## src/rtl/cap_pkg.sv

```systemverilog
package cap_pkg;

  localparam int FRAC_BITS_DEF = 16;

  // sum clamps at reset, in whole units
  localparam int OUT_LIM_UNITS = 2000;
  localparam int IN_LIM_UNITS  = 500;

  localparam int CFG_ADDR_W = 5;

  // reciprocal constants for division by 1000 and by 5
  localparam int          DIV1000_DEN   = 1000;
  localparam logic [31:0] DIV1000_RECIP = 32'd4294967;
  localparam int          DIV1000_SHIFT = 32;
  localparam int          DIV5_DEN      = 5;
  localparam logic [31:0] DIV5_RECIP    = 32'd3435973836;
  localparam int          DIV5_SHIFT    = 34;

  localparam logic signed [34:0] ROUND_1000_OFS = 35'sd500;
  localparam logic signed [34:0] ROUND_5_OFS    = 35'sd2;

  localparam logic signed [67:0] S32_MAX = 68'sd2147483647;
  localparam logic signed [67:0] S32_MIN = -68'sd2147483648;

  typedef enum logic [2:0] {
    RI_OUTER_KP  = 3'd0,
    RI_OUTER_KI  = 3'd1,
    RI_OUTER_KD  = 3'd2,
    RI_INNER_KP  = 3'd3,
    RI_INNER_KI  = 3'd4,
    RI_INNER_KD  = 3'd5,
    RI_OUTER_LIM = 3'd6,
    RI_INNER_LIM = 3'd7
  } reg_idx_t;

  typedef enum logic [1:0] {
    MM_GAIN    = 2'd0,
    MM_DIV1000 = 2'd1,
    MM_DIV5    = 2'd2
  } mul_mode_t;

  typedef enum logic [3:0] {
    SP_OUT_P     = 4'd0,
    SP_OUT_SUM   = 4'd1,
    SP_OUT_I     = 4'd2,
    SP_OUT_BLEND = 4'd3,
    SP_OUT_D     = 4'd4,
    SP_IN_P      = 4'd5,
    SP_IN_SUM    = 4'd6,
    SP_IN_I      = 4'd7,
    SP_IN_D      = 4'd8
  } step_t;

  typedef enum logic [2:0] {
    ST_IDLE  = 3'd0,
    ST_ISSUE = 3'd1,
    ST_WAIT  = 3'd2,
    ST_FIX1  = 3'd3,
    ST_FIX2  = 3'd4,
    ST_FIN   = 3'd5
  } seq_state_t;

  typedef struct packed {
    logic [31:0] outer_kp;
    logic [31:0] outer_ki;
    logic [31:0] outer_kd;
    logic [31:0] inner_kp;
    logic [31:0] inner_ki;
    logic [31:0] inner_kd;
    logic [30:0] outer_lim;
    logic [30:0] inner_lim;
  } cfg_t;

  typedef struct packed {
    logic                start;
    mul_mode_t           mode;
    logic signed [34:0]  a;
    logic [31:0]         b;
  } mul_req_t;

  typedef struct packed {
    logic               done;
    logic signed [31:0] res;
  } mul_rsp_t;

  typedef struct packed {
    logic               valid;
    logic signed [31:0] drive;
    logic signed [31:0] rate_target;
  } seq_res_t;

  function automatic logic signed [31:0] sat32(input logic signed [67:0] v);
    logic signed [31:0] r;
    if (v > S32_MAX) begin
      r = 32'sh7FFF_FFFF;
    end else if (v < S32_MIN) begin
      r = 32'sh8000_0000;
    end else begin
      r = v[31:0];
    end
    return r;
  endfunction

  function automatic logic signed [67:0] sx68(input logic signed [31:0] v);
    return {{36{v[31]}}, v};
  endfunction

endpackage

```

## src/rtl/cap_mul.sv

```systemverilog
module cap_mul import cap_pkg::*; #(
  parameter int FRAC_BITS = FRAC_BITS_DEF
) (
  input  logic     clk,
  input  logic     rst_n,
  input  mul_req_t req,
  output mul_rsp_t rsp
);

  localparam logic signed [67:0] RND_HALF = 68'sd1 <<< (FRAC_BITS - 1);

  logic               v1_r, v2_r, v3_r, done_r;
  mul_mode_t          mode1_r, mode2_r, mode3_r;
  logic               neg1_r, neg2_r, neg3_r;
  logic [33:0]        mag1_r, mag2_r;
  logic [31:0]        b1_r;
  logic [65:0]        prod_r;
  logic signed [67:0] rnd_r;
  logic [31:0]        quo_r;
  logic [35:0]        rem_r;
  logic signed [31:0] res_r;

  logic [34:0]        a_neg;
  logic [33:0]        mag_nxt;
  logic [31:0]        b_nxt;
  logic signed [67:0] p68, rnd_nxt;
  logic [31:0]        quo_nxt;
  logic [35:0]        qd, rem_nxt;
  logic signed [67:0] rnd_sh;
  logic [35:0]        den;
  logic               bump, rem_nz;
  logic [32:0]        quo_fix, quo_neg;
  logic signed [31:0] res_nxt;

  // stage 1: magnitude and multiplicand select
  always_comb begin
    a_neg   = -req.a;
    mag_nxt = req.a[34] ? a_neg[33:0] : req.a[33:0];
    case (req.mode)
      MM_GAIN:    b_nxt = req.b;
      MM_DIV1000: b_nxt = DIV1000_RECIP;
      MM_DIV5:    b_nxt = DIV5_RECIP;
      default:    b_nxt = '0;
    endcase
  end

  // stage 3: rounding offset, or trial quotient and remainder
  always_comb begin
    p68     = {2'b00, prod_r};
    rnd_nxt = (neg2_r ? -p68 : p68) + RND_HALF;
    if (mode2_r == MM_DIV5) begin
      quo_nxt = prod_r[DIV5_SHIFT +: 32];
      qd      = (36'(quo_nxt) << 2) + 36'(quo_nxt);
    end else begin
      quo_nxt = prod_r[DIV1000_SHIFT +: 32];
      qd      = (36'(quo_nxt) << 10) - (36'(quo_nxt) << 4) - (36'(quo_nxt) << 3);
    end
    rem_nxt = {2'b00, mag2_r} - qd;
  end

  // stage 4: scale and saturate, or fix quotient and apply floor sign
  always_comb begin
    rnd_sh  = rnd_r >>> FRAC_BITS;
    den     = (mode3_r == MM_DIV5) ? 36'(DIV5_DEN) : 36'(DIV1000_DEN);
    bump    = (rem_r >= den);
    quo_fix = {1'b0, quo_r} + {32'd0, bump};
    rem_nz  = (rem_r != '0) && (rem_r != den);
    quo_neg = -(quo_fix + {32'd0, rem_nz});
    case (mode3_r)
      MM_GAIN:    res_nxt = sat32(rnd_sh);
      MM_DIV1000: res_nxt = neg3_r ? quo_neg[31:0] : quo_fix[31:0];
      MM_DIV5:    res_nxt = neg3_r ? quo_neg[31:0] : quo_fix[31:0];
      default:    res_nxt = '0;
    endcase
  end

  always_ff @(posedge clk) begin
    if (!rst_n) begin
      v1_r   <= 1'b0;
      v2_r   <= 1'b0;
      v3_r   <= 1'b0;
      done_r <= 1'b0;
    end else begin
      v1_r   <= req.start;
      v2_r   <= v1_r;
      v3_r   <= v2_r;
      done_r <= v3_r;
    end
  end

  always_ff @(posedge clk) begin
    mode1_r <= req.mode;
    neg1_r  <= req.a[34];
    mag1_r  <= mag_nxt;
    b1_r    <= b_nxt;
    mode2_r <= mode1_r;
    neg2_r  <= neg1_r;
    mag2_r  <= mag1_r;
    prod_r  <= 66'(mag1_r) * 66'(b1_r);
    mode3_r <= mode2_r;
    neg3_r  <= neg2_r;
    rnd_r   <= rnd_nxt;
    quo_r   <= quo_nxt;
    rem_r   <= rem_nxt;
    res_r   <= res_nxt;
  end

  assign rsp.done = done_r;
  assign rsp.res  = res_r;

endmodule

```

## config.mk

```make
export PLATFORM = sky130hd
export DESIGN_NAME = cap_mul
export DESIGN_NICKNAME = d
export VERILOG_FILES = /design/src/rtl/cap_pkg.sv /design/src/rtl/cap_mul.sv
export SDC_FILE = /design/constraint.sdc
export NUM_CORES = 2
export LEC_CHECK = 0
export BUFFER_PORTS_ARGS = -buffer_cell sky130_fd_sc_hd__buf_4
export CORE_UTILIZATION = 23
export CTS_CLUSTER_DIAMETER = 40
export DETAILED_ROUTE_END_ITERATION = 8
export PLACE_DENSITY_LB_ADDON = 0.3
export SYNTH_ARGS = -nofsm -noshare
export SYNTH_HDL_FRONTEND = slang
export SYNTH_SLANG_ARGS = --single-unit
```

## constraint.sdc

```tcl
create_clock -name clk -period 15.5 [get_ports clk]
set_input_delay 1.55 -clock clk [delete_from_list [all_inputs] [get_ports clk]]
set_output_delay 1.55 -clock clk [all_outputs]
set_load 0.02 [all_outputs]
```

# Word level (Yosys, flattened, before mapping)
# Cells that the tools add are included.
[op_classes]
add_sub_neg = 10
mul = 1
n_div = 0
magnitude_cmp = 3
eq_ne = 6
n_shift = 0
muxes = 10
n_bitwise = 0
reduce_logical = 5
[ops]
columns = ["cell", "n"]
rows = [
  ["32-bit 2-to-1 mux", 4],
  ["32-bit case mux with 3 select lines", 1],
  ["68-bit by 17-bit adder with 68-bit output, second input constant", 1],
  ["68-bit 2-to-1 mux", 1],
  ["66-bit negator with 68-bit output", 1],
  ["34-bit by 32-bit multiplier with 66-bit output", 1],
  ["32-bit by 1-bit adder with 32-bit output", 2],
  ["32-bit case mux with 2 select lines", 1],
  ["52-bit by 32-bit greater-than comparator with 1-bit output, second input constant", 1],
  ["52-bit by 32-bit less-than comparator with 1-bit output, second input constant", 1],
  ["36-bit by 10-bit >= comparator with 1-bit output", 1],
  ["36-bit 2-to-1 mux", 1],
  ["36-bit by 10-bit inequality test with 1-bit output", 1],
  ["36-bit nonzero test", 1],
  ["34-bit by 36-bit subtractor with 36-bit output", 1],
  ["36-bit by 35-bit subtractor with 36-bit output", 1],
  ["36-bit subtractor", 1],
  ["34-bit by 32-bit adder with 35-bit output", 1],
  ["34-bit 2-to-1 mux", 1],
  ["34-bit negator", 1],
  ["32-bit negator", 1],
  ["10-bit 2-to-1 mux", 1],
  ["2-bit == test, second input constant", 3],
  ["2-bit by 1-bit == test with 1-bit output, second input constant", 2],
  ["other kinds (3)", 4],
]
[word_totals]
register_bits = 347
latch_bits = 0
mem_bits_rw = 0
rom_bits = 0
inputBits = 72
out_inout_bits = 33
word_cells = 53
mem_count = 0

# Depth between registers and ports, before layout
[logic_depth]
depth_word = 8
depth_mapped = 31
ltp_nobuf = 30

# Worst setup path before layout
# OpenSTA, ideal clock, no wires.
[synth_timing]
kind = "reg2reg"
from = "register b1_r[2]"
to = "register prod_r[64]"
setup_time_ns = 0.118
arrival_ns = 7.722
required_ns = 15.382
slack_ns = 7.660
stages_incl_launch_ff = 29
n_path_buf = 2
period_less_slack_ns = 7.840
cell_sequence = "dfxtp_1 -> clkbuf_1 -> clkbuf_1 -> nand2_1 -> fa_1 -> inv_1 -> fa_1 -> inv_1 -> fa_1 -> fa_1 -> inv_1 -> fa_1 -> fa_1 -> fa_1 -> inv_1 -> fa_1 -> inv_1 -> ha_1 -> and3_1 -> and4_1 -> nand2_1 -> a2111oi_0 -> o21ai_0 -> a211oi_1 -> o41ai_1 -> o21a_1 -> o211ai_1 -> a21oi_1 -> xnor2_1"
[synth_via]
elab_chain_cells = 1
[synth_rtl]
columns = ["item", "line_no", "rtl"]
rows = [
  ["start, declared", "cap_mul.sv:16", "logic [31:0] b1_r;"],
  ["start signal, assigned", "cap_mul.sv:95", "b1_r <= b_nxt;"],
  ["34-bit by 32-bit multiplier with 66-bit output", "cap_mul.sv:99", "prod_r <= 66'(mag1_r) * 66'(b1_r);"],
  ["end signal, assigned", "cap_mul.sv:99", ""],
  ["end, declared", "cap_mul.sv:17", "logic [65:0] prod_r;"],
]
# No other way between the ends.
# A chain may end at the register's enable or synchronous reset.

# Worst setup path in the final report
[layout_timing]
from = "register mag1_r[20]"
to = "register prod_r[62]"
[layout_via]
elab_chain_cells = 1
[layout_rtl]
columns = ["item", "line_no", "rtl"]
rows = [
  ["start, declared", "cap_mul.sv:15", "logic [33:0] mag1_r, mag2_r;"],
  ["start signal, assigned", "cap_mul.sv:94", "mag1_r <= mag_nxt;"],
  ["34-bit by 32-bit multiplier with 66-bit output", "cap_mul.sv:99", ""],
]
# No other way between the ends.

==> impl_metrics.tcl <==
set metrics [dict create \
    final_antenna_net_count 0 \
    ctsHoldBuffers 0 \
    crit_family "adder cells" \
    ys_async_sr_fraction 0 \
    setup_viol 0 \
    fmax_mhz 109 \
    drc_errors 0 \
    critPathKind "reg2reg" \
    drt-total-wl_mm 179 \
    seq_area_frac_synth 0.121 \
    firstDrtPassIters 6 \
    die_w_um 491 \
    clk_path_buf_depth 3 \
    start_kind "flip-flop" \
    status "completed" \
    drt_iter0_drc 2784 \
    via_per_inst 4.50 \
    syn2layout_area_growth_pct 12.1 \
    synth_edf_count 0 \
    gr-max-usage-layer "met2" \
    avgRoutedWirePerCell_um 18.9 \
    clkTransAtPathRegs_ns 0.05 \
    cpMaxStageDelayCell "a2111oi_0" \
    dieArea_um2 241000 \
    grt_max_degree 65 \
    slew_headroom 0.254 \
    syn_area_per_cell_um2 8.74 \
    path_buf_inv 8 \
    port_buffers 104 \
    met1_usage 0.200 \
    cp.depth 29 \
    synth_area_um2 54900 \
    synth_top_family_by_area "adder cells" \
    syn_nets 7781 \
    insertion_delay_ns 0.67 \
    finalCritPeriodShare 0.589 \
    synth.area.mux_share 0.00294 \
    report.final.slew_viol_count 0 \
    gp_congestion 0.879 \
    n_fill_cell 25593 \
    place_hpwl_mm 136 \
    std_cell_rows 179 \
    grt_pass1_vias 45374 \
    ys_ff_latch 331 \
    synth_compound_area_frac 0.0963 \
    numCtsBuffers 68 \
    antenna_found_initial 12 \
    cts_setup_buffers 0 \
    grt_setup_unrepaired "no" \
    fin_nets 7739 \
    synth_xor_area_frac 0.0504 \
    dr_total_vias 42595 \
    cp_max_fo 21 \
    synth_top_area_cell "fa_1" \
    yosys.area.top_type_share 0.358 \
    core_area_um2 238000 \
    grt_pass1_wl_mm 276 \
    hold_path.class "reg2reg" \
    drv_cap 0 \
    endpoint_kind "flip-flop" \
    ys_types 85 \
    grt_util_met3 0.0225 \
    met2_usage 0.248 \
    min_path_cells 0 \
    yosys.area_share.adder 0.459 \
    reg2reg_depth 29 \
    cts_tree "built" \
    slowest_delay_ns 0.85 \
    cts_sinks 331 \
    period_minus_slack_ns 9.13 \
    ios 105 \
    syn_inst 6284 \
    synth_simple_gate_area_frac 0.176 \
    crit_top_cell "fa_1" \
    worst_clock_skew_ns 0.0373 \
    cts_resized 0 \
    track_usage 0.149 \
    netlist_top_cells_area "fa_1 (36%), dfxtp_1 (12%), ha_1 (10%), inv_1 (7.5%), nand2_1 (6.3%)" \
    yosysWarnings 0 \
    synthFlopType "dfxtp_1" \
    hold_viol_final 0 \
    critPathArrivalTime_ns 9.64 \
    cts_root_buffer "clkbuf_16" \
    htreeDepth 3 \
    grt_overflow 0 \
    tightestPinTransition_ns 1.12 \
    required_ns 16.01 \
    dieHeight_um 491 \
    drive_gt1_frac 0.0566 \
    fin_tns_setup_ns 0 \
    initial_core_util 0.231 \
]
-- through the flow --
step / hold slack [ns] / util / instances / setup WS (ns) / area [um2]
2_1_floorplan: 0.310 / - / 6284 / 7.66 / 54900
3_3_place_gp: 0.323 / 0.249 / 9339 / 6.35 / 59200
3_5_place_dp: 0.318 / 0.249 / 9339 / 6.35 / 59200
4_1_cts: 0.332 / 0.259 / 9460 / 6.28 / 61500
5_1_grt: 0.335 / 0.259 / 9461 / 5.84 / 61500
6_report: 0.332 / 0.259 / 9463 / 6.37 / 61600
-- Yosys cell counts (all sizes together), types with 12 or more instances --
master	n
mux2i	15
a21oi	223
buf	12
nand2b	36
nor3	52
inv	1092
nor2b	33
clkbuf	283
xnor2	217
o21a	34
ha	442
fa	983
a31oi	25
o21ai	171
and2	466
or2	12
o22ai	17
nor2	211
o31ai	22
o211ai	15
dfxtp	331
nand3	75
and3	38
o21bai	23
nand4	42
o41ai	13
a21o	121
xor2	99
nor4	39
nand2	919
or3	24
a211oi	31
a22oi	14
-- final cells by class --
cell class / instances / area (um2) / share of cell area
clock inverter: 40 / 548 / 0.00890
tap: 3167 / 3960 / 0.0644
inverter: 1093 / 4100 / 0.0667
clock buffer: 81 / 1830 / 0.0297
antenna: 3 / 7.51 / 0.000122
multi-input combinational: 4565 / 43100 / 0.700
timing repair buffer: 183 / 1370 / 0.0223
sequential: 331 / 6650 / 0.108
-- sequential cells by signal (all words and copies together) (netlist names), 2 cells and up --
name / flops
prod_r: 66
mode3_r: 2
rem_r: 36
mag2_r: 34
mode1_r: 2
quo_r: 32
mag1_r: 34
res_r: 32
mode2_r: 2
rnd_r: 52
b1_r: 32
-- placed cells by master (no fill, tap or decap), types with 10 or more instances in the layout --
cell type and instances:
a211o_1 10, a211oi_1 31, a21boi_0 11, a21o_1 121
a21oi_1 223, a22oi_1 14, a31o_2 10, a31oi_1 25
and2_1 466, and3_1 38, buf_4 183, clkbuf_16 68
dfxtp_1 315, dfxtp_2 16, fa_1 983, ha_1 442
inv_1 1092, mux2i_1 15, nand2_1 919, nand2b_1 36
nand3_1 75, nand4_1 40, nor2_1 209, nor2b_1 32
nor3_1 50, nor4_1 37, o211ai_1 15, o21a_1 34
o21ai_0 165, o21bai_1 23, o22ai_1 17, o31ai_1 22
o41ai_1 13, or2_2 11, or3_1 24, xnor2_1 217
xor2_1 99
-- cells by family (layout without fill, tap and decap cells) --
kind of cell,Yosys count,count (layout)
simple gates,1991,1991
fa+ha+maj,1425,1425
buf+inv,1388,1397
compound gates,817,817
flops,331,331
xor+xnor,316,316
mux,16,16
other cells,0,3
-- metal layers --
metal  part of all wire  up-vias
met3              0.056      222
met5            0.00011        -
li1                   -    19493
met1               0.45    21717
met2               0.47     1161
met4              0.027        2
-- worst paths after layout --
check	end	slack [ns]	startpoint
worst max-delay path	prod_r[62]	6.37	mag1_r[20]
worst min-delay path	mode2_r[1]	0.33	mode1_r[1]
worst max register to register	prod_r[62]	6.37	mag1_r[20]
worst min register to register	mode2_r[1]	0.33	mode1_r[1]
Power is left out: the tool's default activity adds up to more than one toggle a clock period on the data nets, which glitch-free logic cannot reach.
