## config.mk

```make
export PLATFORM = sky130hd
export DESIGN_NAME = cap_seq
export DESIGN_NICKNAME = d
export VERILOG_FILES = /design/src/rtl/cap_pkg.sv /design/src/rtl/cap_seq.sv
export SDC_FILE = /design/constraint.sdc
export NUM_CORES = 2
export LEC_CHECK = 0
export BUFFER_PORTS_ARGS = -buffer_cell sky130_fd_sc_hd__buf_2
export CELL_PAD_IN_SITES_DETAIL_PLACEMENT = 0
export CELL_PAD_IN_SITES_GLOBAL_PLACEMENT = 1
export CORE_MARGIN = 1.5
export CORE_UTILIZATION = 49
export CTS_CLUSTER_SIZE = 30
export DETAILED_ROUTE_END_ITERATION = 7
export PLACE_DENSITY = 0.87
export SLEW_MARGIN = 20
export SYNTH_ARGS = -nofsm -noshare
export SYNTH_HDL_FRONTEND = slang
export SYNTH_SLANG_ARGS = --single-unit
```

## constraint.sdc

```tcl
create_clock -name clk -period 18.7 [get_ports clk]
set_clock_uncertainty 0.15 [all_clocks]
set_input_delay 3.74 -clock clk [delete_from_list [all_inputs] [get_ports clk]]
set_output_delay 3.74 -clock clk [all_outputs]
set_load 0.02 [all_outputs]
```

## src/rtl/cap_pkg.sv

```systemverilog
package cap_pkg;

  localparam int FRAC_BITS_DEF = 16;

  // sum clamps at reset, in whole units
  localparam int OUT_LIM_UNITS = 2000;
  localparam int IN_LIM_UNITS  = 500;

  localparam int CFG_ADDR_W = 5;

  // reciprocal constants for division by 1000 and by 5
  localparam int          DIV1000_DEN   = 1000;
  localparam logic [31:0] DIV1000_RECIP = 32'd4294967;
  localparam int          DIV1000_SHIFT = 32;
  localparam int          DIV5_DEN      = 5;
  localparam logic [31:0] DIV5_RECIP    = 32'd3435973836;
  localparam int          DIV5_SHIFT    = 34;

  localparam logic signed [34:0] ROUND_1000_OFS = 35'sd500;
  localparam logic signed [34:0] ROUND_5_OFS    = 35'sd2;

  localparam logic signed [67:0] S32_MAX = 68'sd2147483647;
  localparam logic signed [67:0] S32_MIN = -68'sd2147483648;

  typedef enum logic [2:0] {
    RI_OUTER_KP  = 3'd0,
    RI_OUTER_KI  = 3'd1,
    RI_OUTER_KD  = 3'd2,
    RI_INNER_KP  = 3'd3,
    RI_INNER_KI  = 3'd4,
    RI_INNER_KD  = 3'd5,
    RI_OUTER_LIM = 3'd6,
    RI_INNER_LIM = 3'd7
  } reg_idx_t;

  typedef enum logic [1:0] {
    MM_GAIN    = 2'd0,
    MM_DIV1000 = 2'd1,
    MM_DIV5    = 2'd2
  } mul_mode_t;

  typedef enum logic [3:0] {
    SP_OUT_P     = 4'd0,
    SP_OUT_SUM   = 4'd1,
    SP_OUT_I     = 4'd2,
    SP_OUT_BLEND = 4'd3,
    SP_OUT_D     = 4'd4,
    SP_IN_P      = 4'd5,
    SP_IN_SUM    = 4'd6,
    SP_IN_I      = 4'd7,
    SP_IN_D      = 4'd8
  } step_t;

  typedef enum logic [2:0] {
    ST_IDLE  = 3'd0,
    ST_ISSUE = 3'd1,
    ST_WAIT  = 3'd2,
    ST_FIX1  = 3'd3,
    ST_FIX2  = 3'd4,
    ST_FIN   = 3'd5
  } seq_state_t;

  typedef struct packed {
    logic [31:0] outer_kp;
    logic [31:0] outer_ki;
    logic [31:0] outer_kd;
    logic [31:0] inner_kp;
    logic [31:0] inner_ki;
    logic [31:0] inner_kd;
    logic [30:0] outer_lim;
    logic [30:0] inner_lim;
  } cfg_t;

  typedef struct packed {
    logic                start;
    mul_mode_t           mode;
    logic signed [34:0]  a;
    logic [31:0]         b;
  } mul_req_t;

  typedef struct packed {
    logic               done;
    logic signed [31:0] res;
  } mul_rsp_t;

  typedef struct packed {
    logic               valid;
    logic signed [31:0] drive;
    logic signed [31:0] rate_target;
  } seq_res_t;

  function automatic logic signed [31:0] sat32(input logic signed [67:0] v);
    logic signed [31:0] r;
    if (v > S32_MAX) begin
      r = 32'sh7FFF_FFFF;
    end else if (v < S32_MIN) begin
      r = 32'sh8000_0000;
    end else begin
      r = v[31:0];
    end
    return r;
  endfunction

  function automatic logic signed [67:0] sx68(input logic signed [31:0] v);
    return {{36{v[31]}}, v};
  endfunction

endpackage

```

## src/rtl/cap_seq.sv

```systemverilog
module cap_seq import cap_pkg::*; (
  input  logic               clk,
  input  logic               rst_n,
  input  logic               in_fire,
  input  logic signed [31:0] in_target,
  input  logic signed [31:0] in_angle,
  input  logic signed [31:0] in_rate,
  input  logic               in_clear,
  input  logic               out_free,
  input  cfg_t               cfg,
  output logic               idle,
  output seq_res_t           res,
  output mul_req_t           mul_req,
  input  mul_rsp_t           mul_rsp
);

  seq_state_t state_r, state_nxt;
  step_t      step_r, step_nxt;
  mul_req_t   mul_req_r, mul_req_nxt;

  logic signed [31:0] osum_r, ods_r, isum_r, last_rate_r, ids_r;
  logic signed [31:0] err_o_r, nd_o_r, nd_i_r, rate_r, err_i_r, rate_tgt_r;
  logic signed [33:0] acc_r;

  logic signed [67:0] rate_diff, diff_k;
  logic signed [33:0] res34;
  logic signed [32:0] ids_sum;

  function automatic logic signed [31:0] clamp_sum(input logic signed [31:0] s,
                                                   input logic signed [31:0] q,
                                                   input logic [30:0]        lim);
    logic signed [33:0] v, lp, ln;
    logic signed [31:0] r;
    v  = {{2{s[31]}}, s} + {{2{q[31]}}, q};
    lp = {3'b000, lim};
    ln = -lp;
    if (v > lp) begin
      r = lp[31:0];
    end else if (v < ln) begin
      r = ln[31:0];
    end else begin
      r = v[31:0];
    end
    return r;
  endfunction

  always_comb begin
    state_nxt = state_r;
    step_nxt  = step_r;
    case (state_r)
      ST_IDLE: begin
        if (in_fire) begin
          state_nxt = ST_ISSUE;
          step_nxt  = SP_OUT_P;
        end
      end
      ST_ISSUE: state_nxt = ST_WAIT;
      ST_WAIT: begin
        if (mul_rsp.done) begin
          if (step_r == SP_OUT_D) begin
            state_nxt = ST_FIX1;
          end else if (step_r == SP_IN_D) begin
            state_nxt = ST_FIN;
          end else begin
            state_nxt = ST_ISSUE;
            step_nxt  = step_t'(step_r + 4'd1);
          end
        end
      end
      ST_FIX1: state_nxt = ST_FIX2;
      ST_FIX2: begin
        state_nxt = ST_ISSUE;
        step_nxt  = SP_IN_P;
      end
      ST_FIN: begin
        if (out_free) begin
          state_nxt = ST_IDLE;
        end
      end
      default: state_nxt = ST_IDLE;
    endcase
  end

  always_comb begin
    idle            = (state_r == ST_IDLE);
    res.valid       = (state_r == ST_FIN) && out_free;
    res.drive       = sat32({{34{acc_r[33]}}, acc_r});
    res.rate_target = rate_tgt_r;
    mul_req_nxt.start = (state_r == ST_ISSUE);
    case (step_r)
      SP_OUT_P: begin
        mul_req_nxt.mode = MM_GAIN;
        mul_req_nxt.a    = {{3{err_o_r[31]}}, err_o_r};
        mul_req_nxt.b    = cfg.outer_kp;
      end
      SP_OUT_SUM: begin
        mul_req_nxt.mode = MM_DIV1000;
        mul_req_nxt.a    = {{3{err_o_r[31]}}, err_o_r} + ROUND_1000_OFS;
        mul_req_nxt.b    = '0;
      end
      SP_OUT_I: begin
        mul_req_nxt.mode = MM_GAIN;
        mul_req_nxt.a    = {{3{osum_r[31]}}, osum_r};
        mul_req_nxt.b    = cfg.outer_ki;
      end
      SP_OUT_BLEND: begin
        mul_req_nxt.mode = MM_DIV5;
        mul_req_nxt.a    = {{2{ods_r[31]}}, ods_r, 1'b0} + {{3{nd_o_r[31]}}, nd_o_r}
                           + {{2{nd_o_r[31]}}, nd_o_r, 1'b0} + ROUND_5_OFS;
        mul_req_nxt.b    = '0;
      end
      SP_OUT_D: begin
        mul_req_nxt.mode = MM_GAIN;
        mul_req_nxt.a    = {{3{ods_r[31]}}, ods_r};
        mul_req_nxt.b    = cfg.outer_kd;
      end
      SP_IN_P: begin
        mul_req_nxt.mode = MM_GAIN;
        mul_req_nxt.a    = {{3{err_i_r[31]}}, err_i_r};
        mul_req_nxt.b    = cfg.inner_kp;
      end
      SP_IN_SUM: begin
        mul_req_nxt.mode = MM_DIV1000;
        mul_req_nxt.a    = {{3{err_i_r[31]}}, err_i_r} + ROUND_1000_OFS;
        mul_req_nxt.b    = '0;
      end
      SP_IN_I: begin
        mul_req_nxt.mode = MM_GAIN;
        mul_req_nxt.a    = {{3{isum_r[31]}}, isum_r};
        mul_req_nxt.b    = cfg.inner_ki;
      end
      SP_IN_D: begin
        mul_req_nxt.mode = MM_GAIN;
        mul_req_nxt.a    = {{3{ids_r[31]}}, ids_r};
        mul_req_nxt.b    = cfg.inner_kd;
      end
      default: begin
        mul_req_nxt.mode = MM_GAIN;
        mul_req_nxt.a    = '0;
        mul_req_nxt.b    = '0;
      end
    endcase
  end

  assign mul_req = mul_req_r;

  // rate difference times 1000 as shifts and subtractions
  assign rate_diff = sx68(last_rate_r) - sx68(in_rate);
  assign diff_k    = (rate_diff <<< 10) - (rate_diff <<< 4) - (rate_diff <<< 3);
  assign res34     = {{2{mul_rsp.res[31]}}, mul_rsp.res};
  assign ids_sum   = {ids_r[31], ids_r} + {nd_i_r[31], nd_i_r} + 33'sd1;

  always_ff @(posedge clk) begin
    if (!rst_n) begin
      state_r     <= ST_IDLE;
      step_r      <= SP_OUT_P;
      mul_req_r   <= '0;
      osum_r      <= '0;
      ods_r       <= '0;
      isum_r      <= '0;
      last_rate_r <= '0;
      ids_r       <= '0;
    end else begin
      state_r   <= state_nxt;
      step_r    <= step_nxt;
      mul_req_r <= mul_req_nxt;
      if (state_r == ST_IDLE && in_fire) begin
        last_rate_r <= in_rate;
        if (in_clear) begin
          osum_r <= '0;
          isum_r <= '0;
        end
      end
      if (state_r == ST_WAIT && mul_rsp.done) begin
        case (step_r)
          SP_OUT_SUM:   osum_r <= clamp_sum(osum_r, mul_rsp.res, cfg.outer_lim);
          SP_OUT_BLEND: ods_r  <= mul_rsp.res;
          SP_IN_SUM:    isum_r <= clamp_sum(isum_r, mul_rsp.res, cfg.inner_lim);
          default: ;
        endcase
      end
      if (state_r == ST_FIX1) begin
        ids_r <= ids_sum[32:1];
      end
    end
  end

  always_ff @(posedge clk) begin
    if (state_r == ST_IDLE && in_fire) begin
      err_o_r <= sat32(sx68(in_target) - sx68(in_angle));
      nd_o_r  <= sat32(-sx68(in_rate));
      nd_i_r  <= sat32(diff_k);
      rate_r  <= in_rate;
    end
    if (state_r == ST_WAIT && mul_rsp.done) begin
      case (step_r)
        SP_OUT_P: acc_r <= res34;
        SP_IN_P:  acc_r <= res34;
        SP_OUT_I: acc_r <= acc_r + res34;
        SP_OUT_D: acc_r <= acc_r + res34;
        SP_IN_I:  acc_r <= acc_r + res34;
        SP_IN_D:  acc_r <= acc_r + res34;
        default: ;
      endcase
    end
    if (state_r == ST_FIX1) begin
      rate_tgt_r <= sat32({{34{acc_r[33]}}, acc_r});
    end
    if (state_r == ST_FIX2) begin
      err_i_r <= sat32(sx68(rate_tgt_r) - sx68(rate_r));
    end
  end

endmodule

```

# Yosys cells after proc, flatten, opt, wreduce, memory -nomap -nowiden
# Index checks and enable logic that the tools add are counted.
dict set report totals {
  elab_cells 113
  regBits 463
  output_inout_bits 136
  input_bits 388
}
dict set report classes {
  order_cmp 14
  n_eq_ne 18
  muxes 31
  addsub 19
  reduce_logical 13
}
# cell n
set ops {}
lappend ops {{69-bit case mux with 9 select lines} 1}
lappend ops {{32-bit 2-to-1 mux} 18}
lappend ops {{32-bit by 32-bit adder with 33-bit output} 3}
lappend ops {{32-bit by 32-bit subtractor with 33-bit output} 3}
lappend ops {{68-bit by 32-bit greater-than comparator with 1-bit output (second input constant)} 1}
lappend ops {{33-bit by 34-bit < comparator with 1-bit output} 2}
lappend ops {{68-bit by 32-bit < comparator with 1-bit output (second input constant)} 1}
lappend ops {{31-bit negator with 34-bit output} 2}
lappend ops {{32-bit negator with 68-bit output} 1}
lappend ops {{34-bit case mux with 2 select lines} 1}
lappend ops {{32-bit by 10-bit adder with 33-bit output (second input constant)} 2}
lappend ops {{33-bit by 32-bit greater-than comparator with 1-bit output} 2}
lappend ops {{33-bit by 32-bit greater-than comparator with 1-bit output (second input constant)} 2}
lappend ops {{33-bit by 32-bit < comparator with 1-bit output (second input constant)} 2}
lappend ops {{45-bit by 32-bit greater-than comparator with 1-bit output (second input constant)} 1}
lappend ops {{45-bit by 32-bit < comparator with 1-bit output (second input constant)} 1}
lappend ops {{44-bit by 36-bit subtractor with 45-bit output} 1}
lappend ops {{43-bit by 37-bit subtractor with 44-bit output} 1}
lappend ops {{34-bit by 33-bit adder with 35-bit output} 1}
lappend ops {{35-bit by 2-bit adder with 35-bit output (second input constant)} 1}
lappend ops {{33-bit by 32-bit adder with 34-bit output} 1}
lappend ops {{34-bit by 32-bit adder with 34-bit output} 1}
lappend ops {{34-bit by 32-bit greater-than comparator with 1-bit output (second input constant)} 1}
lappend ops {{34-bit by 32-bit < comparator with 1-bit output (second input constant)} 1}
lappend ops {{24 further kinds} 44}

# Logic depth before layout (Yosys ltp)
dict set report depth {
  ltp_word 6
  mapped_depth 32
  mapped_depth_nobuf 29
}

# Least setup slack after synthesis
# No wires, ideal clock.
dict set report synth_timing {
  kind {input -> register}
  startpoint {input port in_rate[0]}
  endpoint {register nd_i_r[13], data pin}
  t_arrival_ps 9332
  setup_time_ps 258
  required_ps 18292
  setup_slack_ps 8960
  path_buffers 3
  path_stages 29
  path_cell_list {ha_1 > inv_1 > fa_1 > a211oi_1 > nor2_1 > o41a_1 > a211oi_1 > o31a_1 > o21a_1 > o21ai_0 > and2_1 > o21a_1 > nor2_1 > xnor2_1 > fa_1 > inv_1 > ha_1 > clkbuf_1 > nand3_1 > nor4_1 > nor2b_1 > a21boi_1 > nor3_1 > xor2_1 > nor4b_1 > a41o_1 > buf_2 > buf_4 > o21ai_2}
}
dict set report synth_between {
  elab_chain_cells 5
  word_cells_on_any_way 6
  cone_classes {add/sub: 3; order compare: 2; mux: 1}
}
# element line
set synth_lines {}
lappend synth_lines {{from (decl)} cap_seq.sv:7} ;# input logic signed [31:0] in_rate,
lappend synth_lines {{32-bit by 32-bit subtractor with 33-bit output (*)} cap_seq.sv:148} ;# assign rate_diff = sx68(last_rate_r) - sx68(in_rate);
lappend synth_lines {{43-bit by 37-bit subtractor with 44-bit output} cap_seq.sv:149} ;# assign diff_k = (rate_diff <<< 10) - (rate_diff <<< 4) - (rate_diff <<< 3);
lappend synth_lines {{44-bit by 36-bit subtractor with 45-bit output (*)} cap_seq.sv:149}
lappend synth_lines {{45-bit by 32-bit < comparator with 1-bit output} cap_pkg.sv:96} ;# end else if (v < S32_MIN) begin
lappend synth_lines {{32-bit 2-to-1 mux} cap_pkg.sv:96}
lappend synth_lines {{to (signal assigned)} cap_seq.sv:192} ;# nd_i_r <= sat32(diff_k);
lappend synth_lines {{to (decl)} cap_seq.sv:22} ;# logic signed [31:0] err_o_r, nd_o_r, nd_i_r, rate_r, err_i_r, rate_tgt_r;
# Every way passes the cells marked *; elsewhere a longest branch is shown, timed or not.
# A chain may end at the register's enable or synchronous reset.

# Worst setup path in the final report
dict set report layout_timing {
  startpoint {input port in_rate[0]}
  endpoint {register nd_i_r[8], data pin}
}
# Same word-level chain as after synthesis.

==> impl_metrics.env <==
export IMPL_outcome="finished, final reports clean"
export IMPL_finalSetupViolCount=0
export IMPL_end_kind="flop"
export IMPL_comb_power_share=0.461
export IMPL_nFillCells=7944
export IMPL_seqCellArea_um2=11500
export IMPL_cp_max_fo=20
export IMPL_syn_area_um2=41600
export IMPL_start_util=0.496
export IMPL_area_delta_synth_final_pct=13.6
export IMPL_post_cts_setup_buffer_count=0
export IMPL_fin_crit_sh=0.571
export IMPL_setup_tns_ps=0
export IMPL_synth_edff_count=224
export IMPL_grt_pass1_vias=36900
export IMPL_worstSetupPathType="in -> reg"
export IMPL_slew_viol_final=0
export IMPL_ios=524
export IMPL_dp_hpwl_mm=126
export IMPL_avgSynthCellArea_um2=8.41
export IMPL_synth_area_leader_cell="edfxtp_1"
export IMPL_clock_power_share=0.256
export IMPL_drive_above_1_share=0.140
export IMPL_vias_per_cell=6.17
export IMPL_grt_max_degree=67
export IMPL_port_buffers=523
export IMPL_routed_wl_mm=157
export IMPL_cts_hold_buf=0
export IMPL_max_freq_ghz=0.0937
export IMPL_synth_cells=4945
export IMPL_antenna_found_initial=17
export IMPL_tightestPinTransition_ps=1080
export IMPL_coreArea_um2=83800
export IMPL_final_common_cell="buf_2"
export IMPL_rsz0062_at_grt="false"
export IMPL_clk_pin_slew_ps=60
export IMPL_routedWlPerCell_um=23.9
export IMPL_ys_seq_area_frac=0.276
export IMPL_vias=40500
export IMPL_design_die_area_um2=86600
export IMPL_p_sw_uw=1860
export IMPL_yosys_warnings=0
export IMPL_finalHoldViolCount=0
export IMPL_ant_nets=0
export IMPL_synth_fp_nets=5841
export IMPL_grt_usage=0.349
export IMPL_cts_tree="done"
export IMPL_hold_path_class="reg -> reg"
export IMPL_synth_seq_cells=461
export IMPL_multi_input_area_um2=28200
export IMPL_power_density_nw_per_um2=95.9
export IMPL_p_leak_uw=0.0210
export IMPL_ir_drop_mv=0.0887
export IMPL_fin_crit_ps=10670
export IMPL_grt_remaining_overflow=0
export IMPL_drc=0
export IMPL_num_rows=106
export IMPL_cts_sinks=461
export IMPL_die_x_um=294
export IMPL_cts_resized=0
export IMPL_die_h_um=294
export IMPL_setup_slack_ps=8030
export IMPL_first_iter_violations=4123
export IMPL_pwr_share_seq=0.283
export IMPL_swShare=0.409
export IMPL_cts_root_buf="clkbuf_16"
export IMPL_synthArstFlopShare=0
export IMPL_drv_cap=0
export IMPL_first_pass_iters=7
export IMPL_mostFrequentLayoutCells="523 x buf_2, 475 x a21oi_1, 467 x nand2_1"
export IMPL_critPathLaunchType="input pin"
export IMPL_cp_required_ps=19000
export IMPL_nNetsFinal=6273
export IMPL_grt_pass1_wl_mm=229
export IMPL_routabilityCongestion=1.01
export IMPL_cp_arrival_ps=10970
export IMPL_relSlewSlack=0.276
export IMPL_ys_types=97
export IMPL_cts_htree_levels=2
export IMPL_dp_worst_setup_slack_ps=7520
export IMPL_synth_area_leaders="edfxtp_1 16%, ha_1 14%, dfxtp_1 11%"
export IMPL_clk_path_buf_depth=3
export IMPL_yosysTopAreaCellShare=0.162
export IMPL_synth_main_ff_cell="dfxtp_1"
export IMPL_cts_made_buffers=54
export IMPL_worstSkewPairLatency_ps=640
export IMPL_p_int_uw=2680
[layer usage]
metal | part of all wire | global-route usage | up-vias
met2 | 0.44 | 0.560 | 2033
met4 | 0.053 | 0.165 | 8
met3 | 0.091 | 0.0519 | 315
met1 | 0.41 | 0.460 | 19100
met5 | 0.00036 | 0 | -
li1 | - | - | 19100
[stage by stage]
| stage | hold slack [ps] | area [um2] | std cells | total power (uW) | utilization |
|---|---|---|---|---|---|
| after detailed placement | 302 | 45300 | 6455 | 3340 | 0.541 |
| final | 309 | 47200 | 6564 | 4530 | 0.564 |
| after global placement | 295 | 45300 | 6454 | 3320 | 0.540 |
| after floorplan | 286 | 41600 | 4945 | 2750 | - |
| after global routing | 330 | 47200 | 6561 | 4780 | 0.564 |
| after CTS | 311 | 47200 | 6556 | 4500 | 0.563 |
[synthesized netlist by cell type (125+ instances only)]
cell / instances
dfxtp_1: 237
nand2_1: 467
nor2_1: 305
a21oi_1: 476
xnor2_1: 279
ha_1: 451
o21ai_0: 266
edfxtp_1: 224
a22oi_1: 164
nand3_1: 125
a21o_1: 195
clkbuf_1: 152
inv_1: 327
[state kept, by name, summed over array words and instances, names as in the netlist]
register / flops
mul_req: 70
acc_r: 34
err_i_r: 32
err_o_r: 32
ids_r: 32
isum_r: 32
last_rate_r: 32
nd_o_r: 32
ods_r: 32
osum_r: 32
rate_r: 32
rate_tgt_r: 32
nd_i_r: 30
step_r: 4
state_r: 3
[path summary, 6_finish.rpt]
check	from	to	slack, ps	cells past startpoint
worst max-delay path	in_rate[0]	nd_i_r[8]	8030	28
worst min-delay path	last_rate_r[25]	last_rate_r[25]	310	2
worst max register to register	last_rate_r[0]	nd_i_r[8]	10950	28
worst min register to register	last_rate_r[25]	last_rate_r[25]	310	2
[area by class of cell]
| class | instances | share of cell area |
|---|---|---|
| Multi-Input combinational cell | 3963 | 0.597 |
| Sequential cell | 461 | 0.243 |
| Timing Repair Buffer | 568 | 0.0630 |
| Clock buffer | 68 | 0.0308 |
| Tap cell | 1134 | 0.0300 |
| Inverter | 329 | 0.0263 |
| Clock inverter | 33 | 0.00951 |
| Antenna cell | 8 | 0.000424 |
[power by group through the flow]
stage          Clock [uW]  Sequential (uW)  Combinational (uW)
6_report             1160             1280                2090
5_1_grt              1210             1290                2280
4_1_cts              1170             1280                2050
3_5_place_dp            0             1300                2040
3_3_place_gp            0             1300                2020
2_1_floorplan           0             1290                1460
[kinds of logic (layout without fill, tap and decap cells)]
family / after synthesis / after routing / share of synthesized area
adder cells (fa/ha/maj): 546 / 546 / 0.172
AO/OA/AOI/OAI: 1618 / 1618 / 0.252
AND/OR/NAND/NOR: 1365 / 1365 / 0.158
XOR/XNOR: 388 / 388 / 0.0817
flip-flops: 461 / 461 / 0.276
buffers and inverters: 521 / 998 / 0.0483
other: 0 / 8 / 0
multiplexers: 46 / 46 / 0.0115
[worst max-delay path, stage by stage]
cell      delay [ps]
buf_2            150
ha_1             190
inv_1             60
fa_1             410
a211oi_1         230
nor2_1           120
o41a_1           380
a211oi_1         470
o31a_1           390
nor2b_1           70
o21ai_0          150
nand2b_1          80
xnor2_1          470
inv_1            120
fa_1             450
ha_1             470
nand2_1          150
nor4_1           340
and3_1           200
o21a_1           170
o21ai_1          130
a21boi_1         170
o311ai_1         120
or4_4            520
nor4b_4          330
a41oi_4          350
buf_16           280
o31ai_1          240
Note: power is estimated with default switching activity, not from simulation.
