### src/rtl/cap_pkg.sv
package cap_pkg;

  localparam int FRAC_BITS_DEF = 16;

  // sum clamps at reset, in whole units
  localparam int OUT_LIM_UNITS = 2000;
  localparam int IN_LIM_UNITS  = 500;

  localparam int CFG_ADDR_W = 5;

  // reciprocal constants for division by 1000 and by 5
  localparam int          DIV1000_DEN   = 1000;
  localparam logic [31:0] DIV1000_RECIP = 32'd4294967;
  localparam int          DIV1000_SHIFT = 32;
  localparam int          DIV5_DEN      = 5;
  localparam logic [31:0] DIV5_RECIP    = 32'd3435973836;
  localparam int          DIV5_SHIFT    = 34;

  localparam logic signed [34:0] ROUND_1000_OFS = 35'sd500;
  localparam logic signed [34:0] ROUND_5_OFS    = 35'sd2;

  localparam logic signed [67:0] S32_MAX = 68'sd2147483647;
  localparam logic signed [67:0] S32_MIN = -68'sd2147483648;

  typedef enum logic [2:0] {
    RI_OUTER_KP  = 3'd0,
    RI_OUTER_KI  = 3'd1,
    RI_OUTER_KD  = 3'd2,
    RI_INNER_KP  = 3'd3,
    RI_INNER_KI  = 3'd4,
    RI_INNER_KD  = 3'd5,
    RI_OUTER_LIM = 3'd6,
    RI_INNER_LIM = 3'd7
  } reg_idx_t;

  typedef enum logic [1:0] {
    MM_GAIN    = 2'd0,
    MM_DIV1000 = 2'd1,
    MM_DIV5    = 2'd2
  } mul_mode_t;

  typedef enum logic [3:0] {
    SP_OUT_P     = 4'd0,
    SP_OUT_SUM   = 4'd1,
    SP_OUT_I     = 4'd2,
    SP_OUT_BLEND = 4'd3,
    SP_OUT_D     = 4'd4,
    SP_IN_P      = 4'd5,
    SP_IN_SUM    = 4'd6,
    SP_IN_I      = 4'd7,
    SP_IN_D      = 4'd8
  } step_t;

  typedef enum logic [2:0] {
    ST_IDLE  = 3'd0,
    ST_ISSUE = 3'd1,
    ST_WAIT  = 3'd2,
    ST_FIX1  = 3'd3,
    ST_FIX2  = 3'd4,
    ST_FIN   = 3'd5
  } seq_state_t;

  typedef struct packed {
    logic [31:0] outer_kp;
    logic [31:0] outer_ki;
    logic [31:0] outer_kd;
    logic [31:0] inner_kp;
    logic [31:0] inner_ki;
    logic [31:0] inner_kd;
    logic [30:0] outer_lim;
    logic [30:0] inner_lim;
  } cfg_t;

  typedef struct packed {
    logic                start;
    mul_mode_t           mode;
    logic signed [34:0]  a;
    logic [31:0]         b;
  } mul_req_t;

  typedef struct packed {
    logic               done;
    logic signed [31:0] res;
  } mul_rsp_t;

  typedef struct packed {
    logic               valid;
    logic signed [31:0] drive;
    logic signed [31:0] rate_target;
  } seq_res_t;

  function automatic logic signed [31:0] sat32(input logic signed [67:0] v);
    logic signed [31:0] r;
    if (v > S32_MAX) begin
      r = 32'sh7FFF_FFFF;
    end else if (v < S32_MIN) begin
      r = 32'sh8000_0000;
    end else begin
      r = v[31:0];
    end
    return r;
  endfunction

  function automatic logic signed [67:0] sx68(input logic signed [31:0] v);
    return {{36{v[31]}}, v};
  endfunction

endpackage

### src/rtl/cap_regs.sv
module cap_regs import cap_pkg::*; #(
  parameter int FRAC_BITS = FRAC_BITS_DEF
) (
  input  logic                  clk,
  input  logic                  rst_n,
  input  logic                  cfg_psel,
  input  logic                  cfg_penable,
  input  logic                  cfg_pwrite,
  input  logic [CFG_ADDR_W-1:0] cfg_paddr,
  input  logic [31:0]           cfg_pwdata,
  output logic [31:0]           cfg_prdata,
  output logic                  cfg_pready,
  output cfg_t                  cfg
);

  localparam longint OUT_LIM_FULL = longint'(OUT_LIM_UNITS) << FRAC_BITS;
  localparam longint IN_LIM_FULL  = longint'(IN_LIM_UNITS) << FRAC_BITS;
  localparam logic [30:0] OUT_LIM_RST =
    (OUT_LIM_FULL > 64'sh7FFF_FFFF) ? 31'h7FFF_FFFF : OUT_LIM_FULL[30:0];
  localparam logic [30:0] IN_LIM_RST =
    (IN_LIM_FULL > 64'sh7FFF_FFFF) ? 31'h7FFF_FFFF : IN_LIM_FULL[30:0];

  cfg_t     cfg_r;
  logic     wr_en;
  reg_idx_t idx;

  assign cfg_pready = 1'b1;
  assign wr_en      = cfg_psel && cfg_penable && cfg_pwrite && cfg_pready;
  assign idx        = reg_idx_t'(cfg_paddr[4:2]);
  assign cfg        = cfg_r;

  always_ff @(posedge clk) begin
    if (!rst_n) begin
      cfg_r.outer_kp  <= '0;
      cfg_r.outer_ki  <= '0;
      cfg_r.outer_kd  <= '0;
      cfg_r.inner_kp  <= '0;
      cfg_r.inner_ki  <= '0;
      cfg_r.inner_kd  <= '0;
      cfg_r.outer_lim <= OUT_LIM_RST;
      cfg_r.inner_lim <= IN_LIM_RST;
    end else if (wr_en) begin
      case (idx)
        RI_OUTER_KP:  cfg_r.outer_kp  <= cfg_pwdata;
        RI_OUTER_KI:  cfg_r.outer_ki  <= cfg_pwdata;
        RI_OUTER_KD:  cfg_r.outer_kd  <= cfg_pwdata;
        RI_INNER_KP:  cfg_r.inner_kp  <= cfg_pwdata;
        RI_INNER_KI:  cfg_r.inner_ki  <= cfg_pwdata;
        RI_INNER_KD:  cfg_r.inner_kd  <= cfg_pwdata;
        RI_OUTER_LIM: cfg_r.outer_lim <= cfg_pwdata[30:0];
        RI_INNER_LIM: cfg_r.inner_lim <= cfg_pwdata[30:0];
        default: ;
      endcase
    end
  end

  always_comb begin
    case (idx)
      RI_OUTER_KP:  cfg_prdata = cfg_r.outer_kp;
      RI_OUTER_KI:  cfg_prdata = cfg_r.outer_ki;
      RI_OUTER_KD:  cfg_prdata = cfg_r.outer_kd;
      RI_INNER_KP:  cfg_prdata = cfg_r.inner_kp;
      RI_INNER_KI:  cfg_prdata = cfg_r.inner_ki;
      RI_INNER_KD:  cfg_prdata = cfg_r.inner_kd;
      RI_OUTER_LIM: cfg_prdata = {1'b0, cfg_r.outer_lim};
      RI_INNER_LIM: cfg_prdata = {1'b0, cfg_r.inner_lim};
      default:      cfg_prdata = '0;
    endcase
  end

endmodule

### config.mk
export PLATFORM = sky130hd
export DESIGN_NAME = cap_regs
export DESIGN_NICKNAME = d
export VERILOG_FILES = /design/src/rtl/cap_pkg.sv /design/src/rtl/cap_regs.sv
export SDC_FILE = /design/constraint.sdc
export NUM_CORES = 1
export LEC_CHECK = 0
export ABC_CLOCK_PERIOD_IN_PS = 3100
export BUFFER_PORTS_ARGS = -buffer_cell sky130_fd_sc_hd__buf_2
export CORE_MARGIN = 2
export CORE_UTILIZATION = 45
export CTS_CLUSTER_SIZE = 16
export DETAILED_ROUTE_END_ITERATION = 7
export HOLD_SLACK_MARGIN = 0.05
export PLACE_DENSITY_LB_ADDON = 0.15
export SYNTH_ARGS = -nofsm -noshare
export SYNTH_HDL_FRONTEND = slang
export SYNTH_SLANG_ARGS = --single-unit
### constraint.sdc
create_clock -name clk -period 3.1 [get_ports clk]
set_input_delay 0.93 -clock clk [delete_from_list [all_inputs] [get_ports clk]]
set_output_delay 0.93 -clock clk [all_outputs]
set_load 0.02 [all_outputs]
# Word-level counts from Yosys, hierarchy flattened
# Cells that the tools add are included.
# totals
regBits,254
input_bits,42
elab_cells,27
# op_classes
eq_ne,7
n_mux,1
n_reduce_logical,11
# ops
operator,n
$pmux W32 S8,1
$reduce_and A2 Y1,8
$eq A3 B3 Y1 const B,4
$eq A3 B2 Y1 const B,2
$eq A3 B1 Y1 const B,1
$logic_not A3 Y1,1
$logic_and A1 B1 Y1,2

# Longest topological paths before layout
# Gate-level depths: netlist of the first run.
# logic_depth
word_depth,3
ltp_mapped,7
mapped_depth_nobuf,4

# Worst setup path before layout of the first run
# Ideal clock, no wire load.
# synth_path
path_type,input-to-output
startpoint,in cfg_paddr[2]
endpoint,out cfg_prdata[19]
arrival_ps,2118
cell_stages,7
t_required_ps,2170
slack_ps,52
cell_sequence,buf_4 > buf_4 > buf_4 > buf_2 > a221oi_1 > a221oi_1 > nor2_1
# synth_via
elab_chain_cells,2
word_cells_on_any_way,9
cone_classes,eq/ne (7); mux (1); reduce/logical (1)
# synth_lines
element,line_no,source
start: declaration,cap_regs.sv:9,"input logic [CFG_ADDR_W-1:0] cfg_paddr,"
$eq A3 B3 Y1 (tied with other cells),cap_regs.sv:58,case (idx)
$pmux W32 S8 *,cap_regs.sv:58,
end: declaration,cap_regs.sv:11,"output logic [31:0] cfg_prdata,"
# Every way passes the cells marked *; elsewhere a longest branch is shown, timed or not.

# Worst setup path after layout of the first run
# layout_path
startpoint,in cfg_paddr[3]
endpoint,out cfg_prdata[26]
# Same word-level chain as after synthesis.

==> results of run 1 <==
## how the worst max path moves through the flow
stage,start,end
floorplan,cfg_paddr[2],cfg_prdata[19]
global placement,cfg_paddr[2],cfg_prdata[4]
detailed placement,cfg_paddr[2],cfg_prdata[4]
CTS,cfg_paddr[2],cfg_prdata[3]
global route,cfg_paddr[3],cfg_prdata[26]
finish,cfg_paddr[3],cfg_prdata[26]
## per-stage QoR
| step | total power, mW | hold slack, ns | utilization (%) | worst slack [ns] |
|---|---|---|---|---|
| floorplan | 3.76 | 0.539 | - | 0.0517 |
| global placement | 4.00 | 0.448 | 54.2 | -0.129 |
| detailed placement | 4.01 | 0.453 | 54.2 | -0.137 |
| CTS | 7.33 | 0.459 | 58.8 | 0.00689 |
| global route | 7.56 | 0.489 | 60.5 | -0.0915 |
| finish | 7.36 | 0.460 | 60.5 | -0.0326 |
## worst min-delay path: cells and delay by family, from the launching register on
family,cells,cell delay [ns]
DFF,1,0.31
and+or+nand+nor,1,0.05
AOI/OAI and AO/OA,1,0.05
## cell usage after synthesis
library cell | n | area, sq um
nor3_2 | 2 | 20.0
a21boi_0 | 128 | 961
a22oi_1 | 6 | 45.0
clkbuf_1 | 72 | 270
a221oi_1 | 55 | 482
buf_2 | 69 | 345
and4b_1 | 1 | 10.0
a21boi_1 | 114 | 856
a32o_1 | 1 | 10.0
nand2_1 | 515 | 1930
nand4b_4 | 1 | 23.8
mux2_2 | 2 | 22.5
and2_0 | 1 | 6.26
or2_1 | 3 | 18.8
o21ai_0 | 1 | 5.00
conb_1 | 1 | 3.75
nor2b_1 | 4 | 25.0
mux2i_1 | 27 | 270
buf_1 | 2 | 7.51
buf_4 | 12 | 90.1
dfxtp_1 | 254 | 5080
a22o_1 | 33 | 289
and2_1 | 1 | 6.26
mux4_2 | 1 | 22.5
nand3_1 | 13 | 65.1
nand2b_1 | 32 | 200
inv_1 | 30 | 113
o22a_1 | 3 | 26.3
a21oi_1 | 13 | 65.1
nand4_2 | 1 | 12.5
o2bb2ai_1 | 23 | 201
or3_1 | 2 | 12.5
nor2_1 | 62 | 233
## cells by family (layout without fill, tap and decap cells)
| kind of cell | Yosys count | count (layout) |
|---|---|---|
| AND/OR/NAND/NOR | 638 | 638 |
| AO/OA/AOI/OAI | 377 | 377 |
| flip-flops | 254 | 254 |
| buffers and inverters | 185 | 496 |
| multiplexers | 30 | 30 |
| other | 1 | 5 |
## placed cells by master (no fill, tap or decap), drive strengths merged, types with 27 or more instances in the layout
cell      n
a221oi   55
nand2   515
a22o     33
mux2i    27
nor2     62
clkbuf   45
nand2b   32
inv      30
buf     414
dfxtp   254
a21boi  242
## what timing repair did
item / CTS / global route
pin swaps: 12 / 26
gates resized for setup: 53 / 67
setup buffers: 0 / 7
cloned: 1 / 2
endpoints found under the hold margin: 0 / 0
endpoints found under the setup margin: 32 / 29
## metal layers
layer / GRT usage (%) / up-vias / wire length [um]
met3: 5.49 / 87 / 3650
li1: - / 5537 / -
met1: 40.6 / 5691 / 18600
met4: 10.3 / 0 / 1500
met2: 48.8 / 511 / 20100
met5: 0 / - / 0
## final cells by class
| type | count | area, sq um |
|---|---|---|
| diodes | 4 | 10.0 |
| clock buffers | 43 | 858 |
| clock inverters | 7 | 62.6 |
| fillers | 2337 | 10200 |
| inverters | 30 | 113 |
| multi-input cells | 1046 | 6300 |
| flip-flops and latches | 254 | 5080 |
| well taps | 335 | 419 |
| repair buffers | 416 | 2780 |
## power groups by stage
stage	clock network (mW)	registers (mW)	logic, mW
2_1_floorplan	0	3.41	0.348
3_3_place_gp	0	3.38	0.623
3_5_place_dp	0	3.38	0.624
4_1_cts	3.36	3.31	0.659
5_1_grt	3.49	3.31	0.758
6_report	3.33	3.31	0.721
==> metrics.yaml, run 1 <==
rows: 59
drive_gt1_share_pct: 30.5
cts_root_buffer: "clkbuf_16"
fmax_ghz: 0.319
tightest_slew_ns: 1.01
p_seq_share_pct: 44.9
grt-ovfl-total: 0
cp_top_family: "buffers and inverters"
worst_hold_startpoint: "cfg[159]$_SDFFE_PN0P_"
slew_violations: 0
cts_tree: "done"
p_sw_share_pct: 24.6
slowest_delay_ns: 0.25
numPortBuffers: 325
worst_slack_ns: -0.0326
synth_top_family_by_area: "compound AO/OA/AOI/OAI gates"
r2r_slack_ns: 2.30
wl_per_cell_um: 20.5
p_per_area_mw_per_mm2: 471
violations: "negative setup slack"
gp_congestion: 0.838
clk_latency_ns: 0.53
antenna_found_initial: 3
initial_core_util_pct: 45.4
drt_wl_total_um: 43800
cp.depth: 9
synth_fa_ha_area_share_pct: 0
hold_path.class: "flop to flop"
status: "finished with violations"
critPathKind: "input pin to output port"
synth_fp_nets: 1527
synth_compound_gate_area_share_pct: 25.1
hold_violations: 0
numCtsBuffers: 28
die_area_sq_mm: 0.0274
fin_skew_ns: 0
yosys.area_share.simple_pct: 21.9
die_width_um: 165
grt_pass1_vias: 10764
maxCapViolations: 0
crit_chain: "buf_16 -> buf_12 -> buf_12 -> buf_8 -> nand2b_4 -> a221oi_2 -> a221oi_2 -> nor2_1 -> buf_4"
path_clk_slew_ns: 0.06
p_sw_mw: 1.81
synth.avg_cell_area_sq_um: 7.90
yosys_warnings: 0
p_leak_nw: 6.46
muxShareOfSynthArea_pct: 2.69
critPathBufInv: 5
dp_hpwl_um: 29000
period_share_pct: 101
fin_area_sq_mm: 0.0156
rr_endpoint: "cfg[71]$_SDFFE_PN0P_"
syn_inst: 1485
synth.cell_area_sq_mm: 0.0117
max-vdd-ir-drop_v: 0.000375
setup_viol: 5
rr_startpoint: "cfg[71]$_SDFFE_PN0P_"
cts.sinks: 254
drt-pass1-iter-count: 7
final_cells: 2135
fin_nets: 1818
dp.cells: 2071
p_int_mw: 5.55
power_frac_comb_pct: 9.8
critical_path.max_fanout: 7
slowest_stage: "a221oi_2"
cp.arrival_ns: 2.20
route.detailed.drc: 0
whs_path_depth: 2
clkPwrFrac_pct: 45.3
cts_htree_levels: 1
ctsLongestPathBuffers: 3
synth_xor_area_share_pct: 0
synth_cell_types: 33
viasPerCell: 5.54
ys_seq_elements: 254
rr_worst_depth: 2
largest_reg_flops: 254
end_kind: "output port"
antenna_left: 0
whs_endpoint: "cfg[159]$_SDFFE_PN0P_"
setup_tns_ns: -0.0647
rsz0062_at_grt: "true"
finalCriticalPeriod_ns: 3.13
dr_total_vias: 11826
holdBufCountCts: 0
yosysSeqAreaShare_pct: 43.3
io_pins: 329
startpoint_type: "input pin"
drt_iter0_drc: 967
fp.coreArea_sq_mm: 0.0258
grt_pass1_wl_um: 63400
dieHeight_um: 165
max_slew_margin_pct: 32.7
crit_required_ns: 2.17
place_area_sq_mm: 0.0140
grt_start_max_net_pins: 72
area_delta_synth_final_pct: 33.1
track_usage_pct: 30.2
No activity file was read; power rests on OpenSTA's default activity.
==> run 2: changes to the inputs <==
- BUFFER_PORTS_ARGS: -buffer_cell sky130_fd_sc_hd__buf_2 -> -buffer_cell sky130_fd_sc_hd__clkbuf_2
- PLACE_DENSITY: unset -> 0.7
- PLACE_DENSITY_LB_ADDON: 0.15 -> unset
- SLEW_MARGIN: unset -> 20
==> metrics.yaml, run 2 (synthesis gave the netlist of run 1 again) <==
cts_htree_levels: 1
startpoint: "cfg_paddr[3]"
drt-pass1-iter-count: 5
max_slew_margin_pct: 43.9
antenna_found_initial: 0
end_kind: "output port"
hold_violations: 0
rsz0062_at_grt: "true"
path_clk_slew_ns: 0.06
grt_pass1_vias: 11013
startpoint_type: "input pin"
p_per_area_mw_per_mm2: 487
holdBufCountCts: 0
die_area_sq_mm: 0.0274
tightest_slew_ns: 0.841
slowest_delay_ns: 0.28
fmax_ghz: 0.320
antenna_left: 0
multiInputGateArea_sq_mm: 0.00630
dp_hpwl_um: 28500
slowest_stage: "mux2i_1"
fillers: 2300
fp.coreArea_sq_mm: 0.0258
cts_root_buffer: "clkbuf_16"
grt-ovfl-total: 0
fin_skew_ns: 0
rows: 59
route.detailed.drc: 0
critical_path.max_fanout: 15
viasPerCell: 5.66
grt_start_max_net_pins: 97
maxCapViolations: 0
worst_hold_startpoint: "cfg[52]$_SDFFE_PN0P_"
final_common_cell: "nand2_1"
track_usage_pct: 29.9
setup_tns_ns: -0.0469
die_width_um: 165
rr_startpoint: "cfg[61]$_SDFFE_PN0P_"
hold_path.class: "flop to flop"
critPathBufInv: 3
fin_nets: 1807
clk_latency_ns: 0.54
place_area_sq_mm: 0.0139
cts.sinks: 254
numPortBuffers: 325
gp_congestion: 0.875
dieHeight_um: 165
fin_area_sq_mm: 0.0156
io_pins: 329
dr_total_vias: 12008
numCtsBuffers: 28
critPathKind: "input pin to output port"
violations: "negative setup slack"
drive_gt1_share_pct: 29.7
largest_reg_flops: 254
slew_violations: 0
cts_tree: "done"
final_util_pct: 60.3
setup_viol: 3
cp_top_family: "buffers and inverters"
ctsLongestPathBuffers: 3
cp.arrival_ns: 2.20
max-vdd-ir-drop_v: 0.000374
status: "finished with violations"
drt_iter0_drc: 1154
layout_common_cells: "nand2_1, clkbuf_2, dfxtp_1, a21boi_0, a21boi_1"
area_delta_synth_final_pct: 32.7
finalCriticalPeriod_ns: 3.13
grt_pass1_wl_um: 63600
initial_core_util_pct: 45.4
drt_wl_total_um: 44000
diodes: 0
crit_chain: "buf_12 -> clkbuf_16 -> mux2i_1 -> o2bb2ai_1 -> a221oi_2 -> nor2_1 -> buf_4"
p_leak_nw: 6.24
wl_per_cell_um: 20.7
seq_area_sq_mm: 0.00508
period_share_pct: 101
crit_required_ns: 2.17
worst_slack_ns: -0.0271
-- run 2: what timing repair did --
action / 4_1_cts / 5_1_grt
gates cloned: 2 / 3
pin swaps: 2 / 7
gates resized for setup: 34 / 72
buffers inserted: 0 / 2
endpoints found under the setup margin: 30 / 32
-- run 2: path summary, 6_finish.rpt --
kind / cells after the start / end / slack (ns)
worst max-delay path: 7 / cfg_prdata[28] / -0.03
worst min-delay path: 2 / cfg[52]$_SDFFE_PN0P_ / 0.47
worst max register to register: 2 / cfg[61]$_SDFFE_PN0P_ / 2.35
worst min register to register: 2 / cfg[52]$_SDFFE_PN0P_ / 0.47
-- run 2: layer usage --
| metal | routed length (um) | vias to the layer above | share of wire (%) | track usage (%) |
|---|---|---|---|---|
| met5 | 0 | - | 0 | 0 |
| met4 | 2390 | 0 | 5.4 | 14.3 |
| met3 | 3600 | 148 | 8.2 | 5.34 |
| met2 | 20200 | 584 | 46 | 48.5 |
| met1 | 17800 | 5771 | 40 | 38.5 |
| li1 | - | 5505 | - | - |
-- run 2: where the power goes --
part           internal [mW]  total [mW]  switching (mW)
Combinational          0.279       0.708           0.429
Clock                   2.18        3.57            1.39
Sequential              3.29        3.31          0.0220
Total                   5.75        7.59            1.84
-- run 2: worst reg2reg max path, stage by stage (launching register included) --
cell and delay [ns]:
dfxtp_1 0.43, nand2_1 0.07, a21boi_0 0.18
-- run 2: final cells by class --
class,count,area share (%)
Inverter,30,0.723
Clock inverter,11,1.03
Timing Repair Buffer,405,17.1
Multi-Input combinational cell,1046,40.5
Clock buffer,40,5.31
Tap cell,335,2.69
Sequential cell,254,32.6
-- run 2: metrics by stage --
stage          setup WS (ns)  std cells  power, mW  hold slack, ns
6_report             -0.0271       2121       7.59           0.471
5_1_grt               -0.116       2121       7.78           0.485
3_5_place_dp          -0.138       2063       3.99           0.462
4_1_cts            0.0000253       2116       7.55           0.469
2_1_floorplan         0.0517       1485       3.76           0.539
3_3_place_gp          -0.128       2063       3.98           0.453
==> run 3: changes to the inputs <==
- GPL_TIMING_DRIVEN: unset -> 0
- MAX_ROUTING_LAYER: unset -> met4
==> metrics.yaml, run 3 (synthesis gave the netlist of run 1 again) <==
maxCapViolations: 0
met3_usage_pct: 10.9
layout_common_cells: "nand2_1, clkbuf_2, dfxtp_1, a21boi_0, a21boi_1"
viasPerCell: 6.02
worst_hold_startpoint: "cfg[48]$_SDFFE_PN0P_"
fp.coreArea_sq_mm: 0.0258
period_share_pct: 106
area_delta_synth_final_pct: 38.3
critPathKind: "input pin to output port"
crit_chain: "clkbuf_16 -> buf_4 -> nor2b_4 -> buf_6 -> buf_8 -> a22o_1 -> a22oi_2 -> a21oi_2 -> clkbuf_8"
dp.cells: 2113
io_pins: 329
die_area_sq_mm: 0.0274
holdBufCountCts: 0
numCtsBuffers: 28
largest_reg_flops: 254
critical_path.max_fanout: 10
p_leak_nw: 6.46
dpl_worst_slack_ns: -0.860
fmax_ghz: 0.304
initial_core_util_pct: 45.4
hold_path.class: "flop to flop"
max-vdd-ir-drop_v: 0.000329
place_area_sq_mm: 0.0136
final_cells: 2193
ctsLongestPathBuffers: 3
clk_latency_ns: 0.56
hold_violations: 0
cts_htree_levels: 1
cts_tree: "done"
route.detailed.drc: 2
violations: "design-rule violations, negative setup slack"
worst_slack_ns: -0.189
finalCriticalPeriod_ns: 3.29
antenna_found_initial: 3
grt_pass1_wl_um: 74800
rr_startpoint: "cfg[25]$_SDFFE_PN0P_"
status: "finished with violations"
max_slew_margin_pct: 44.1
busiest_layer: "met2"
slowest_delay_ns: 0.24
fin_nets: 1876
fillers: 2183
whs_ns: 0.467
dp_hpwl_um: 36200
drive_gt1_share_pct: 30.6
wl_per_cell_um: 24.8
end_kind: "output port"
cts_root_buffer: "clkbuf_16"
numPortBuffers: 293
grt_start_max_net_pins: 15
fin_skew_ns: 0
whs_endpoint: "cfg[48]$_SDFFE_PN0P_"
grt_pass1_vias: 11928
final_common_cell: "nand2_1"
die_width_um: 165
setup_viol: 32
antenna_left: 0
drt_iter0_drc: 1789
gp_congestion: 0.965
grt-ovfl-total: 0
slowest_stage: "a21oi_2"
rsz0062_at_grt: "true"
p_per_area_mw_per_mm2: 466
slew_violations: 0
dieHeight_um: 165
cp.arrival_ns: 2.36
rows: 59
crit_required_ns: 2.17
path_clk_slew_ns: 0.06
rr_endpoint: "cfg[25]$_SDFFE_PN0P_"
drt_wl_total_um: 54500
r2r_slack_ns: 2.23
drt-pass1-iter-count: 8
track_usage_pct: 38.3
dr_total_vias: 13192
rr_worst_depth: 2
cts.sinks: 254
startpoint_type: "input pin"
met1_usage_pct: 47.3
tightest_slew_ns: 0.839
fin_area_sq_mm: 0.0162
use_met2_pct: 56.2
whs_path_depth: 2
-- run 3: worst max-delay path, delay by kind of cell --
kind                   cells  cell delay, ns
AOI/OAI and AO/OA          3            0.50
and+or+nand+nor            1            0.13
buffers and inverters      5            0.79
-- run 3: cell type report --
class / instances / area (sq um) / area share [%]
clock inverters: 14 / 138 / 0.848
flip-flops and latches: 254 / 5080 / 31.3
plain buffers: 153 / 1170 / 7.18
inverters: 30 / 113 / 0.694
well taps: 335 / 419 / 2.58
repair buffers: 321 / 2030 / 12.5
clock buffers: 37 / 764 / 4.71
multi-input cells: 1046 / 6510 / 40.1
diodes: 3 / 7.51 / 0.0462
-- run 3: how the worst max path moves through the flow --
stage / from / to
after floorplan: cfg_paddr[2] / cfg_prdata[19]
after detailed placement: cfg_paddr[4] / cfg_prdata[0]
after global placement: cfg_paddr[2] / cfg_prdata[16]
after CTS: cfg_paddr[3] / cfg_prdata[29]
final: cfg_paddr[2] / cfg_prdata[15]
after global routing: cfg_paddr[3] / cfg_prdata[8]
-- run 3: what timing repair did --
| item | in CTS | in global routing |
|---|---|---|
| gates resized for setup | 240 | 82 |
| setup endpoints to repair | 32 | 32 |
| gates cloned | 5 | 4 |
| buffers inserted | 11 | 8 |
| pin swaps | 34 | 33 |
-- run 3: report_power, final --
part           switching (mW)  internal, mW
combinational           0.550         0.346
sequential             0.0250          3.29
clock                    1.45          1.90
total                    2.03          5.54
-- run 3: per-stage QoR --
| stage | power, mW | utilization [%] | TNS (ns) |
|---|---|---|---|
| finish | 7.57 | 62.8 | -2.67 |
| global route | 7.69 | 62.8 | -3.53 |
| CTS | 7.43 | 61.0 | -1.80 |
| detailed placement | 4.02 | 52.7 | -22.06 |
| global placement | 4.01 | 52.7 | -22.15 |
| floorplan | 3.76 | - | 0 |
-- run 3: routing by layer --
layer  part of all wire, %  vias to the layer above
met4                   6.4                        0
met2                    43                     1053
li1                      -                     5661
met5                     0                        -
met3                    13                      261
met1                    37                     6217
